[src/rtl/core/silc_pkg.sv]
// Shared types and codes for the slotted infrared link controller.
// Depends on nothing; every other file in rtl/core imports it.
package silc_pkg;

  // Operation codes of a request.
  localparam logic [2:0] OP_FRAME_TICK   = 3'd0;
  localparam logic [2:0] OP_DATA_TICK    = 3'd1;
  localparam logic [2:0] OP_RX_CHAR      = 3'd2;
  localparam logic [2:0] OP_SERVICE      = 3'd3;
  localparam logic [2:0] OP_HOST_WRITE   = 3'd4;
  localparam logic [2:0] OP_HOST_READ    = 3'd5;
  localparam logic [2:0] OP_CLEAR_ERRORS = 3'd6;

  // Result kinds.
  localparam logic [1:0] KIND_STATUS  = 2'd0;
  localparam logic [1:0] KIND_TX_BYTE = 2'd1;
  localparam logic [1:0] KIND_BREAK   = 2'd2;
  localparam logic [1:0] KIND_RESTART = 2'd3;

  // Link phases.
  localparam logic [1:0] PH_IDLE  = 2'd0;
  localparam logic [1:0] PH_WAIT  = 2'd1;
  localparam logic [1:0] PH_BREAK = 2'd2;
  localparam logic [1:0] PH_DATA  = 2'd3;

  // Configuration port.
  localparam int unsigned CFG_IDX_W  = 1;
  localparam int unsigned CFG_DATA_W = 8;
  localparam logic [CFG_IDX_W-1:0] CFG_MASTER_MODE = 1'd0;
  localparam logic [CFG_IDX_W-1:0] CFG_FRAME_BYTES = 1'd1;
  localparam logic [7:0] FRAME_BYTES_RST = 8'd16;

  typedef struct packed {
    logic [2:0] operation;
    logic [7:0] data_byte;
    logic       rx_break;
    logic       rx_frame_error;
    logic       tx_room;
    logic       char_timeout;
  } req_t;

  typedef struct packed {
    logic [1:0]  kind;
    logic [7:0]  byte_out;
    logic        read_valid;
    logic        accepted;
    logic        notify;
    logic        last;
    logic [6:0]  rx_count;
    logic [6:0]  tx_count;
    logic [31:0] error_count;
    logic [1:0]  link_phase;
  } res_t;

  // Classified command passed from the front to the back.
  typedef enum logic [3:0] {
    CMD_FRAME,
    CMD_DATA,
    CMD_RX_BREAK,
    CMD_RX_BYTE,
    CMD_RX_ERROR,
    CMD_SERVICE,
    CMD_HOST_WR,
    CMD_HOST_RD,
    CMD_CLEAR,
    CMD_NOP
  } cmd_e;

  typedef struct packed {
    cmd_e       code;
    logic [7:0] data;
    logic       tx_room;
    logic       char_timeout;
  } cmd_t;

endpackage

[src/rtl/core/silc_front.sv]
// Request front end: decodes each request into a command and holds it in a
// two-entry command queue for the back end. Depends on silc_pkg.
module silc_front (
  input  logic           clk_i,
  input  logic           rst_ni,
  input  logic           push_i,
  output logic           full_o,
  input  silc_pkg::req_t req_i,
  output logic           cmd_valid_o,
  input  logic           cmd_pop_i,
  output silc_pkg::cmd_t cmd_o
);
  import silc_pkg::*;

  cmd_t       q_q [2];
  logic       wr_ptr_q, rd_ptr_q;
  logic [1:0] cnt_q;
  logic       do_push, do_pop;
  cmd_t       cmd_new;

  // Decode the operation; split a received character into break, byte or error.
  always_comb begin
    cmd_new.data         = req_i.data_byte;
    cmd_new.tx_room      = req_i.tx_room;
    cmd_new.char_timeout = req_i.char_timeout;
    case (req_i.operation)
      OP_FRAME_TICK:   cmd_new.code = CMD_FRAME;
      OP_DATA_TICK:    cmd_new.code = CMD_DATA;
      OP_RX_CHAR: begin
        if (req_i.rx_break) cmd_new.code = CMD_RX_BREAK;
        else if (!req_i.rx_frame_error) cmd_new.code = CMD_RX_BYTE;
        else cmd_new.code = CMD_RX_ERROR;
      end
      OP_SERVICE:      cmd_new.code = CMD_SERVICE;
      OP_HOST_WRITE:   cmd_new.code = CMD_HOST_WR;
      OP_HOST_READ:    cmd_new.code = CMD_HOST_RD;
      OP_CLEAR_ERRORS: cmd_new.code = CMD_CLEAR;
      default:         cmd_new.code = CMD_NOP;
    endcase
  end

  assign full_o      = (cnt_q == 2'd2);
  assign cmd_valid_o = (cnt_q != 2'd0);
  assign cmd_o       = q_q[rd_ptr_q];
  assign do_push     = push_i && !full_o;
  assign do_pop      = cmd_pop_i && cmd_valid_o;

  always_ff @(posedge clk_i) begin
    if (do_push) q_q[wr_ptr_q] <= cmd_new;
  end

  always_ff @(posedge clk_i or negedge rst_ni) begin
    if (!rst_ni) begin
      wr_ptr_q <= 1'b0;
      rd_ptr_q <= 1'b0;
      cnt_q    <= 2'd0;
    end else begin
      if (do_push) wr_ptr_q <= ~wr_ptr_q;
      if (do_pop) rd_ptr_q <= ~rd_ptr_q;
      cnt_q <= cnt_q + {1'b0, do_push} - {1'b0, do_pop};
    end
  end

endmodule

[src/rtl/core/silc_back.sv]
// Command back end: link state, byte FIFOs, error counter and result register.
// Depends on silc_pkg.
module silc_back #(
  parameter int unsigned RX_DEPTH = 64,
  parameter int unsigned TX_DEPTH = 64,
  parameter int unsigned TX_BURST = 16
) (
  input  logic                              clk_i,
  input  logic                              rst_ni,
  input  logic                              cfg_we_i,
  input  logic [silc_pkg::CFG_IDX_W-1:0]    cfg_idx_i,
  input  logic [silc_pkg::CFG_DATA_W-1:0]   cfg_wdata_i,
  input  logic                              cmd_valid_i,
  input  silc_pkg::cmd_t                    cmd_i,
  output logic                              cmd_pop_o,
  output logic                              empty_o,
  input  logic                              pop_i,
  output silc_pkg::res_t                    res_o
);
  import silc_pkg::*;

  localparam int unsigned RAW = (RX_DEPTH > 1) ? $clog2(RX_DEPTH) : 1;
  localparam int unsigned TAW = (TX_DEPTH > 1) ? $clog2(TX_DEPTH) : 1;
  localparam int unsigned RCW = $clog2(RX_DEPTH + 1);
  localparam int unsigned TCW = $clog2(TX_DEPTH + 1);
  localparam int unsigned BW  = $clog2(TX_BURST + 1);
  localparam int unsigned SW0 = (TCW > 8) ? TCW : 8;
  localparam int unsigned SW  = (SW0 > BW) ? SW0 : BW;

  localparam logic [1:0] ST_IDLE = 2'd0;
  localparam logic [1:0] ST_TXRD = 2'd1;
  localparam logic [1:0] ST_OUT  = 2'd2;

  logic [1:0]     state_q, state_d;
  logic [1:0]     phase_q, phase_d;
  logic [7:0]     burst_q, burst_d;
  logic [31:0]    err_q, err_d;
  logic           master_q;
  logic [7:0]     fbytes_q;
  logic [RAW-1:0] rx_rd_q, rx_rd_d;
  logic [RCW-1:0] rx_cnt_q, rx_cnt_d;
  logic [TAW-1:0] tx_rd_q, tx_rd_d;
  logic [TCW-1:0] tx_cnt_q, tx_cnt_d;
  logic [BW-1:0]  left_q, left_d;
  logic [1:0]     kind_q, kind_d;
  logic           rv_q, rv_d, acc_q, acc_d, note_q, note_d, send_q, send_d;
  logic           out_vld_q, out_load;
  res_t           out_q, res_new;

  logic [7:0]     rx_mem [RX_DEPTH];
  logic [7:0]     tx_mem [TX_DEPTH];
  logic [7:0]     rx_rdata_q, tx_rdata_q;
  logic           rx_we, tx_we, rx_re, tx_re;
  logic [RAW:0]   rx_sum;
  logic [TAW:0]   tx_sum;
  logic [RAW-1:0] rx_waddr;
  logic [TAW-1:0] tx_waddr;
  logic [SW-1:0]  tick_burst, svc_a, svc_n;

  // Tail of each FIFO: head plus count, wrapped once.
  always_comb begin
    rx_sum = {1'b0, rx_rd_q} + (RAW+1)'(rx_cnt_q);
    if (rx_sum >= (RAW+1)'(RX_DEPTH)) rx_sum = rx_sum - (RAW+1)'(RX_DEPTH);
    rx_waddr = rx_sum[RAW-1:0];
    tx_sum = {1'b0, tx_rd_q} + (TAW+1)'(tx_cnt_q);
    if (tx_sum >= (TAW+1)'(TX_DEPTH)) tx_sum = tx_sum - (TAW+1)'(TX_DEPTH);
    tx_waddr = tx_sum[TAW-1:0];
  end

  // Slot sizes: data tick caps at frame_bytes, service caps at the burst limit.
  always_comb begin
    tick_burst = (SW'(tx_cnt_q) < SW'(fbytes_q)) ? SW'(tx_cnt_q) : SW'(fbytes_q);
    svc_a      = (SW'(burst_q) < SW'(TX_BURST)) ? SW'(burst_q) : SW'(TX_BURST);
    svc_n      = (svc_a > SW'(tx_cnt_q)) ? SW'(tx_cnt_q) : svc_a;
  end

  assign empty_o  = !out_vld_q;
  assign res_o    = out_q;
  assign out_load = (state_q == ST_OUT) && (!out_vld_q || pop_i);

  always_comb begin
    state_d   = state_q;
    phase_d   = phase_q;
    burst_d   = burst_q;
    err_d     = err_q;
    rx_rd_d   = rx_rd_q;
    rx_cnt_d  = rx_cnt_q;
    tx_rd_d   = tx_rd_q;
    tx_cnt_d  = tx_cnt_q;
    left_d    = left_q;
    kind_d    = kind_q;
    rv_d      = rv_q;
    acc_d     = acc_q;
    note_d    = note_q;
    send_d    = send_q;
    rx_we     = 1'b0;
    tx_we     = 1'b0;
    rx_re     = 1'b0;
    tx_re     = 1'b0;
    cmd_pop_o = 1'b0;
    case (state_q)
      ST_IDLE: begin
        if (cmd_valid_i) begin
          cmd_pop_o = 1'b1;
          state_d   = ST_OUT;
          kind_d    = KIND_STATUS;
          rv_d      = 1'b0;
          acc_d     = 1'b0;
          note_d    = 1'b0;
          send_d    = 1'b0;
          case (cmd_i.code)
            CMD_FRAME: begin
              if (master_q || tx_cnt_q != '0) begin
                phase_d = PH_BREAK;
                kind_d  = KIND_BREAK;
              end else begin
                phase_d = PH_IDLE;
              end
            end
            CMD_DATA: begin
              if (rx_cnt_q != '0 || tx_cnt_q != '0) begin
                burst_d = tick_burst[7:0];
                phase_d = PH_DATA;
              end else begin
                phase_d = PH_IDLE;
              end
            end
            CMD_RX_BREAK: begin
              if (!master_q) begin
                phase_d = PH_WAIT;
                kind_d  = KIND_RESTART;
              end
            end
            CMD_RX_BYTE: begin
              if (rx_cnt_q < RCW'(RX_DEPTH)) begin
                rx_we    = 1'b1;
                rx_cnt_d = rx_cnt_q + 1'b1;
              end
            end
            CMD_RX_ERROR: err_d = err_q + 32'd1;
            CMD_SERVICE: begin
              note_d = (rx_cnt_q != '0) && ((phase_q == PH_DATA) || cmd_i.char_timeout);
              if (phase_q == PH_DATA && cmd_i.tx_room) begin
                burst_d = burst_q - svc_n[7:0];
                if (burst_q == svc_n[7:0]) phase_d = PH_IDLE;
                if (svc_n != '0) begin
                  // Counts go final now; the head pointer walks during the burst.
                  tx_cnt_d = tx_cnt_q - TCW'(svc_n);
                  left_d   = BW'(svc_n);
                  send_d   = 1'b1;
                  kind_d   = KIND_TX_BYTE;
                  state_d  = ST_TXRD;
                end
              end
            end
            CMD_HOST_WR: begin
              if (tx_cnt_q < TCW'(TX_DEPTH)) begin
                tx_we    = 1'b1;
                tx_cnt_d = tx_cnt_q + 1'b1;
                acc_d    = 1'b1;
              end
            end
            CMD_HOST_RD: begin
              if (rx_cnt_q != '0) begin
                rx_re    = 1'b1;
                rx_rd_d  = (rx_rd_q == RAW'(RX_DEPTH - 1)) ? '0 : rx_rd_q + 1'b1;
                rx_cnt_d = rx_cnt_q - 1'b1;
                rv_d     = 1'b1;
              end
            end
            CMD_CLEAR: err_d = '0;
            default: ;
          endcase
        end
      end
      ST_TXRD: begin
        tx_re   = 1'b1;
        tx_rd_d = (tx_rd_q == TAW'(TX_DEPTH - 1)) ? '0 : tx_rd_q + 1'b1;
        left_d  = left_q - 1'b1;
        state_d = ST_OUT;
      end
      ST_OUT: begin
        if (out_load) state_d = (send_q && left_q != '0) ? ST_TXRD : ST_IDLE;
      end
      default: state_d = ST_IDLE;
    endcase
  end

  always_comb begin
    res_new.kind        = kind_q;
    res_new.byte_out    = send_q ? tx_rdata_q : (rv_q ? rx_rdata_q : 8'd0);
    res_new.read_valid  = rv_q;
    res_new.accepted    = acc_q;
    res_new.notify      = note_q;
    res_new.last        = !send_q || (left_q == '0);
    res_new.rx_count    = 7'(rx_cnt_q);
    res_new.tx_count    = 7'(tx_cnt_q);
    res_new.error_count = err_q;
    res_new.link_phase  = phase_q;
  end

  always_ff @(posedge clk_i) begin
    if (rx_we) rx_mem[rx_waddr] <= cmd_i.data;
    if (rx_re) rx_rdata_q <= rx_mem[rx_rd_q];
  end

  always_ff @(posedge clk_i) begin
    if (tx_we) tx_mem[tx_waddr] <= cmd_i.data;
    if (tx_re) tx_rdata_q <= tx_mem[tx_rd_q];
  end

  always_ff @(posedge clk_i) begin
    kind_q <= kind_d;
    rv_q   <= rv_d;
    acc_q  <= acc_d;
    note_q <= note_d;
    left_q <= left_d;
    if (out_load) out_q <= res_new;
  end

  always_ff @(posedge clk_i or negedge rst_ni) begin
    if (!rst_ni) begin
      state_q   <= ST_IDLE;
      phase_q   <= PH_IDLE;
      burst_q   <= '0;
      err_q     <= '0;
      master_q  <= 1'b0;
      fbytes_q  <= FRAME_BYTES_RST;
      rx_rd_q   <= '0;
      rx_cnt_q  <= '0;
      tx_rd_q   <= '0;
      tx_cnt_q  <= '0;
      send_q    <= 1'b0;
      out_vld_q <= 1'b0;
    end else begin
      state_q  <= state_d;
      phase_q  <= phase_d;
      burst_q  <= burst_d;
      err_q    <= err_d;
      rx_rd_q  <= rx_rd_d;
      rx_cnt_q <= rx_cnt_d;
      tx_rd_q  <= tx_rd_d;
      tx_cnt_q <= tx_cnt_d;
      send_q   <= send_d;
      if (out_load) out_vld_q <= 1'b1;
      else if (pop_i) out_vld_q <= 1'b0;
      if (cfg_we_i) begin
        case (cfg_idx_i)
          CFG_MASTER_MODE: master_q <= cfg_wdata_i[0];
          CFG_FRAME_BYTES: fbytes_q <= cfg_wdata_i;
          default: ;
        endcase
      end
    end
  end

endmodule

[src/rtl/core/slotted_infrared_link_controller.sv]
// Top level of the slotted infrared link controller.
// Depends on silc_pkg, silc_front and silc_back.
//
// Requests enter when push is high and full low; results leave when pop is
// high and empty low, res_o holding the oldest one. Every request gives one
// result, except a service in a data slot with tx_room and bytes to send, giving
// one transmit-byte result per byte (up to TX_BURST); last marks the final one.
// Configuration: cfg_we_i writes cfg_wdata_i into register cfg_idx_i
// (0 master_mode, 1 frame_bytes); write only while no request is in flight.
// Flow: a request is decoded as it enters the command queue; the back end
// takes it in ST_IDLE and updates its state registers, then loads the result
// register in ST_OUT, and takes the next command only after that load.
// In a burst, each byte is read in ST_TXRD through the transmit memory's
// registered read port, then loaded into the result register in ST_OUT.
// Reset: link idle, burst zero, error counter zero, both FIFOs empty,
//   master_mode 0, frame_bytes 16. FIFO storage is not cleared.
// Stall: a result not popped holds the back end; the two-entry command queue
//   then fills and full holds off further requests. Nothing is dropped.
module slotted_infrared_link_controller #(
  parameter int unsigned RX_DEPTH = 64,
  parameter int unsigned TX_DEPTH = 64,
  parameter int unsigned TX_BURST = 16
) (
  input  logic                            clk_i,
  input  logic                            rst_ni,
  input  logic                            push,
  output logic                            full,
  input  silc_pkg::req_t                  req_i,
  output logic                            empty,
  input  logic                            pop,
  output silc_pkg::res_t                  res_o,
  input  logic                            cfg_we_i,
  input  logic [silc_pkg::CFG_IDX_W-1:0]  cfg_idx_i,
  input  logic [silc_pkg::CFG_DATA_W-1:0] cfg_wdata_i
);
  import silc_pkg::*;

  logic cmd_valid;
  logic cmd_pop;
  cmd_t cmd;

  // Decode requests and buffer them ahead of the back end.
  silc_front u_front (
    .clk_i       (clk_i),
    .rst_ni      (rst_ni),
    .push_i      (push),
    .full_o      (full),
    .req_i       (req_i),
    .cmd_valid_o (cmd_valid),
    .cmd_pop_i   (cmd_pop),
    .cmd_o       (cmd)
  );

  // Carry out commands against link state and FIFOs; hold one result.
  silc_back #(
    .RX_DEPTH (RX_DEPTH),
    .TX_DEPTH (TX_DEPTH),
    .TX_BURST (TX_BURST)
  ) u_back (
    .clk_i       (clk_i),
    .rst_ni      (rst_ni),
    .cfg_we_i    (cfg_we_i),
    .cfg_idx_i   (cfg_idx_i),
    .cfg_wdata_i (cfg_wdata_i),
    .cmd_valid_i (cmd_valid),
    .cmd_i       (cmd),
    .cmd_pop_o   (cmd_pop),
    .empty_o     (empty),
    .pop_i       (pop),
    .res_o       (res_o)
  );

endmodule
[config.mk]
export PLATFORM = sky130hd
export DESIGN_NAME = slotted_infrared_link_controller
export DESIGN_NICKNAME = d
export VERILOG_FILES = /design/src/rtl/core/silc_pkg.sv /design/src/rtl/core/silc_front.sv /design/src/rtl/core/silc_back.sv /design/src/rtl/core/slotted_infrared_link_controller.sv
export SDC_FILE = /design/constraint.sdc
export NUM_CORES = 2
export LEC_CHECK = 0
export BUFFER_PORTS_ARGS = -buffer_cell sky130_fd_sc_hd__buf_4
export CAP_MARGIN = 20
export CELL_PAD_IN_SITES_DETAIL_PLACEMENT = 1
export CELL_PAD_IN_SITES_GLOBAL_PLACEMENT = 2
export CORE_MARGIN = 1.5
export CORE_UTILIZATION = 45
export CTS_BUF_LIST = sky130_fd_sc_hd__clkbuf_4 sky130_fd_sc_hd__clkbuf_8 sky130_fd_sc_hd__clkbuf_16
export DETAILED_ROUTE_END_ITERATION = 6
export HOLD_SLACK_MARGIN = 0.08
export PLACE_DENSITY_LB_ADDON = 0.2
export SLEW_MARGIN = 20
export SYNTH_ARGS = -nofsm -noshare
export SYNTH_HDL_FRONTEND = slang
export SYNTH_SLANG_ARGS = --single-unit
[constraint.sdc]
create_clock -name clk_i -period 4.2 [get_ports clk_i]
set_input_delay 0.84 -clock clk_i [delete_from_list [all_inputs] [get_ports clk_i]]
set_output_delay 0.84 -clock clk_i [all_outputs]
set_load 0.01 [all_outputs]
# Word-level counts from Yosys, hierarchy flattened
# Memory sizes are Yosys's and may differ from the RTL's. A register that Yosys moved wholly into a read port is not among the register bits.
# Cells that the tools add are included.
[op_classes]
magnitude_cmp = 7
n_addsub = 15
n_mux = 71
reduce_logical = 41
n_eq_ne = 34
bitwise = 3
[ops]
columns = ["op", "count"]
rows = [
  ["$pmux 32 s2", 1],
  ["$mux 8", 7],
  ["$mux 7", 5],
  ["$add 32x1->32 const B", 1],
  ["$mux 1", 28],
  ["$pmux 4 s7", 1],
  ["$pmux 7 s2", 2],
  ["$mux 2", 12],
  ["$mux 6", 4],
  ["$mux 5", 4],
  ["$ne 2x1->1 const B", 10],
  ["$eq 4x3->1 const B", 4],
  ["$pmux 8 s2", 1],
  ["$reduce_and 5->1", 3],
  ["$add 6x7->7", 2],
  ["$add 7x1->7 const B", 2],
  ["$ge 7x7->1 const B", 2],
  ["$lt 7x7->1 const B", 2],
  ["$reduce_bool 2->1", 7],
  ["$reduce_bool 7->1", 2],
  ["$add 6x1->6 const B", 2],
  ["$eq 6x6->1 const B", 2],
  ["$pmux 2 s3", 2],
  ["$reduce_and 6->1", 2],
  ["other kinds (38)", 63],
]
[totals]
mem_bits_rw = 1052
register_bits = 157
output_inout_bits = 64
input_bits = 29
wordCells = 204
memories = 3
[mem_list]
columns = ["memory", "words", "word_bits", "rd", "rd_ports_with_merged_regs", "write_ports", "line_no", "text"]
rows = [
  ["u_back.rx_mem", 64, 8, 1, 1, 1, "silc_back.sv:50", "logic [7:0] rx_mem [RX_DEPTH];"],
  ["u_back.tx_mem", 64, 8, 1, 1, 1, "silc_back.sv:51", "logic [7:0] tx_mem [TX_DEPTH];"],
  ["u_front.q_q", 2, 14, 1, 0, 1, "silc_front.sv:15", "cmd_t q_q [2];"],
]

# Longest topological paths before layout
[depth]
ltp_word = 10
ltp_mapped = 23

# Cells and area by module
# A second synthesis with hierarchy kept.
[hier_totals]
hier_cells = 2452
area_unflattened_um2 = 49404.9
[modules_own_cells]
columns = ["module", "n_inst", "area_per_inst_um2", "seq_area_each_um2", "cells_per_inst"]
rows = [
  ["silc_back", 1, 48092.4, 35420.2, 2380],
  ["silc_front", 1, 1312.5, 940.9, 72],
]

# Worst setup path before layout
# Ideal clock, no wire load.
[synth_path]
kind = "reg-to-reg"
startpoint = "reg u_back.burst_q[7]"
endpoint = "reg u_back.burst_q[7]"
synth_period_minus_slack_ps = 4327
required_time_ps = 4090
path_buffers = 2
stages_incl_launch_ff = 21
path_slack_ps = -127
arrival_ps = 4216
cell_sequence = "dfrtp_1 > nor4_2 > inv_1 > nor2_1 > ha_1 > nor2b_1 > a2111o_1 > o221ai_2 > buf_6 > buf_4 > and3_1 > a21oi_2 > ha_1 > o21ai_0 > nand2b_1 > o31ai_1 > o32ai_1 > a221oi_4 > a31oi_1 > a21o_1 > o41ai_1"
[synth_via]
elab_chain_cells = 7
[synth_rtl]
columns = ["item", "line_no", "text"]
rows = [
  ["from (decl)", "silc_back.sv:36", "logic [7:0] burst_q, burst_d;"],
  ["from (signal assigned)", "silc_back.sv:238", "burst_q <= burst_d;"],
  ["$lt 8x5->1", "silc_back.sv:73", "svc_a = (SW'(burst_q) < SW'(TX_BURST)) ? SW'(burst_q) : SW'(TX_BURST);"],
  ["$mux 8", "silc_back.sv:73", ""],
  ["$gt 8x7->1", "silc_back.sv:74", "svc_n = (svc_a > SW'(tx_cnt_q)) ? SW'(tx_cnt_q) : svc_a;"],
  ["$mux 8", "silc_back.sv:74", ""],
  ["$sub 8x8->8 (*)", "silc_back.sv:144", "burst_d = burst_q - svc_n[7:0];"],
  ["$mux 8 (*)", "silc_back.sv:143", "if (phase_q == PH_DATA && cmd_i.tx_room) begin"],
  ["$pmux 8 s2 (*)", "silc_back.sv:111", "case (cmd_i.code)"],
]
# Every way passes the cells marked *; elsewhere a longest branch is shown, timed or not. The select of a mux whose other input is x is not followed.
# A chain may end at the register's enable or synchronous reset.

# Worst setup path in the final report
[layout_path]
startpoint = "reg u_back.burst_q[4]"
endpoint = "reg u_back.tx_cnt_q[6]"
[layout_via]
elab_chain_cells = 8
elab_cells_between_ends = 11
classes_between = "1 x add/sub; 2 x order compare; 1 x eq/ne; 5 x mux; 2 x reduce/logical"
[layout_rtl]
columns = ["item", "line_no", "text"]
rows = [
  ["$lt 8x5->1", "silc_back.sv:73", ""],
  ["$mux 8 (*)", "silc_back.sv:73", ""],
  ["$gt 8x7->1", "silc_back.sv:74", ""],
  ["$mux 8 (*)", "silc_back.sv:74", ""],
  ["$sub 7x7->7", "silc_back.sv:148", "tx_cnt_d = tx_cnt_q - TCW'(svc_n);"],
  ["$mux 7", "silc_back.sv:146", "if (svc_n != '0) begin"],
  ["$mux 7", "silc_back.sv:143", ""],
  ["$pmux 7 s2", "silc_back.sv:111", ""],
  ["to (signal assigned)", "silc_back.sv:243", "tx_cnt_q <= tx_cnt_d;"],
  ["to (decl)", "silc_back.sv:43", "logic [TCW-1:0] tx_cnt_q, tx_cnt_d;"],
]
# Marks and branches as above.

==> metrics <==
outcome=finished, violations left; failing checks=setup timing; CTS sink count=approximately 1200; CP startpoint kind=flop; Syn Area/Cell=around 20 µm²; vias in the first global route=26600; synth cell count leaders=1140 x edfxtp_1, 336 x mux4_2, 226 x nor2_1, 85 x nand2_1, 84 x dfrtp_1; CP arrival=4.90 ns; gr usage total=a little over a fifth; P&R area growth vs syn=17.7%; internal power=27.1 mW; Slew HR=27.3%; Pwr Density=~670 nW/µm²; # hold bufs at CTS=0; met1 usage=around a third; final setup margin=-0.0899 ns; die area=112000 µm²; Row Count=approximately 120; routed vias=between 20000 and 30000; fin nets=~2900; HPWL after detailed placement=between 70000 and 80000 µm; Fin. Hold Viols=0; GRT met3 Usage=between 2 and 3%; first-pass GRT wire length=around 180000 µm; Post-synth ARST share=between 6 and 7%; Worst EP required=between 4 and 5 ns; worst slew pin tran=approximately 1.1 ns; Overall Power=39.0 mW; Fmax achieved=0.233 GHz; Final GP Congestion=0.849; Root Buffer Master=clkbuf_16; FF-to-FF path depth=19; ranking of synthesized cells by area=edfxtp_1 69%, mux4_2 15%, dfrtp_1 4.3%; Yosys top cell area share=between 60% and 70%; Slew Viols, Final=0; Final Critical Period=about 4.3 ns; P_leak=roughly 19 nW; unrepaired setup endpoints after global routing=true; H-tree levels=4; Synthesis Warnings=0; Initial DRC Count=about 2100; cell taking the most area after synthesis=edfxtp_1; Ports=between 90 and 100; largest net degree at the start of global routing=134; DRC Markers=0; CTS tree=yes; CP max stage cell=a2111o_1; grt peak-use layer=met2; Die Wd=about 330 µm; switching power=about 12 mW; Peak VDD IR=around 0.47 mV; port bufs=just over 90; CP cell instances=nor4_4 -> inv_2 -> nor2_4 -> ha_4 -> nor2b_4 -> a2111o_1 -> buf_6 -> o221a_4 -> a21oi_4 -> o21ai_2 -> ha_2 -> fa_2 -> a21o_1 -> a21oi_2 -> o21bai_1 -> a21oi_1 -> nor3_1 -> nand3b_1 -> xnor2_1; Die H=between 300 and 400 µm; hold crit path type=input pin to asynchronous set/reset pin; Post-Synthesis Cells=2464; TritonRoute pass-1 iters=7; initial antenna violation count=1; core area=109000 µm²; Clock Path Buffers=3; endpoints failing setup=6; crit path max fanout=6; crit end category=flop; clock skew=between 0.02 and 0.03 ns; worst stage delay on the critical path=about 0.47 ns; M2 GR Usage=about a third; Sequential Power Share=around two fifths; Starting Density=45.4%; Synth Register Bits=around 1200; drt wl/cell=27.5 µm; prevailing post-synth register cell=edfxtp_1; layout cell share with drive strength beyond 1=33.2%; count leader, synth=edfxtp_1; Switching Share=a little under a third; antenna-violating nets left=0; Post-synth EDFFs=approximately 1100; Post-Syn Area=approximately 49000 µm²; Clock Power Share=slightly below 30%; Overflow after GRT=0; WL final=~120000 µm; final core occ=53.4%; Seq/Total Area, Yosys=73.7%; filler instances=slightly below 10000; critical path class=flop to flop; CTS clk-pin slew, worst paths=around 0.060 ns; cts bufs inserted=approximately 130; Unique masters post-synth=69; fin crit share=102%; Gate power share=slightly below 30%; Worst-Skew Late Latency=between 0.7 and 0.8 ns; Vias/cell=about 5.8; max cap viols=0
registers in the layout (all words and copies together), names as in the netlist, 2 cells and up:
name and cells:
u_back.rx_mem 512, u_back.tx_mem 512, u_back.res_o 62, u_back.err_q 32, u_front.q_q 28, u_back.burst_q 8, u_back.fbytes_q 8, u_back.rx_rdata_q 8
u_back.tx_rdata_q 8, u_back.rx_cnt_q 7, u_back.tx_cnt_q 7, u_back.rx_rd_q 6, u_back.tx_rd_q 6, u_back.left_q 5, u_back.kind_q 2, u_back.phase_q 2
u_back.state_q 2, u_front.cnt_q 2
logic make-up after synthesis:
group / share of synthesized area (%)
xor+xnor: 1.33
other cells: 0.00760
fa+ha+maj: 1.29
buf+inv: 1.13
compound gates: 2.10
flops: 73.7
mux: 16.5
simple gates: 3.89
path summary, 6_finish.rpt:
kind	end	slack [ns]	startpoint
max	u_back.tx_cnt_q[6]	-0.09	u_back.burst_q[4]
min	u_back.fbytes_q[0]	0.22	rst_ni
max reg2reg	u_back.tx_cnt_q[6]	-0.09	u_back.burst_q[4]
min reg2reg	u_back.res_o[49]	0.42	u_back.note_q
max in group asynchronous	u_back.rx_rd_q[1]	2.98	rst_ni
min in group clk_i	u_front.q_q[1][8]	0.30	req_i[10]
what timing repair did:
| action | CTS | global route |
|---|---|---|
| pin swaps | 18 | 26 |
| endpoints found under the hold margin | 0 | 0 |
| setup endpoints to repair | 10 | 11 |
| buffers inserted | 10 | 17 |
| resized for setup | 26 | 28 |
metrics by stage:
stage	hold slack (ns)	setup slack (ns)	TNS (ns)	instances	cell area, µm²
global route	0.268	-0.253	-1.27	4355	58100
detailed placement	0.406	-0.283	-0.871	4090	53200
floorplan	0.400	0.0114	0	2465	49300
global placement	0.405	-0.186	-0.419	4090	53200
CTS	0.233	-0.0748	-0.221	4339	57800
finish	0.221	-0.0899	-0.207	4356	58100
layer usage:
layer / wire length (µm) / part of all wire (%)
met5: 0 / 0
met4: 2180 / 1.8
met3: 5660 / 4.7
met2: 58600 / 49
met1: 53400 / 45
worst max-delay path, delay by kind of cell (launching register included):
| kind | cells | cell delay (ns) |
|---|---|---|
| flops | 1 | 0.41 |
| buf+inv | 2 | 0.24 |
| compound gates | 8 | 1.69 |
| xor+xnor | 1 | 0.15 |
| fa+ha+maj | 3 | 0.79 |
| simple gates | 5 | 0.88 |
cell type report:
type / instances / area (µm²) / share of cell area [%]
Sequential cell: 1225 / 36400 / 62.7
Multi-Input combinational cell: 1103 / 12700 / 21.9
Clock buffer: 167 / 3690 / 6.36
Timing Repair Buffer: 337 / 2690 / 4.64
Tap cell: 1414 / 1770 / 3.05
Clock inverter: 72 / 672 / 1.16
Inverter: 37 / 139 / 0.239
Antenna cell: 1 / 2.50 / 0.00431
layout by cell type (no fill, tap or decap), types with 31 or more instances in the layout:
cell       instances
a21oi_1           35
buf_4            319
clkbuf_16        138
clkinv_1          31
dfrtp_1           78
edfxtp_1        1140
ha_1              37
inv_1             36
mux4_2           336
nand2_1           84
nor2_1           220
o21ai_0           33
xnor2_1           45
power groups by stage:
stage / logic (mW) / registers, mW / clock network [mW]
6_report: 11.4 / 16.0 / 11.6
5_1_grt: 12.2 / 16.0 / 12.2
4_1_cts: 11.3 / 16.0 / 11.8
3_5_place_dp: 11.0 / 16.2 / 0
3_3_place_gp: 10.7 / 16.2 / 0
2_1_floorplan: 6.64 / 16.1 / 0
(Power assumes the default switching activity.)
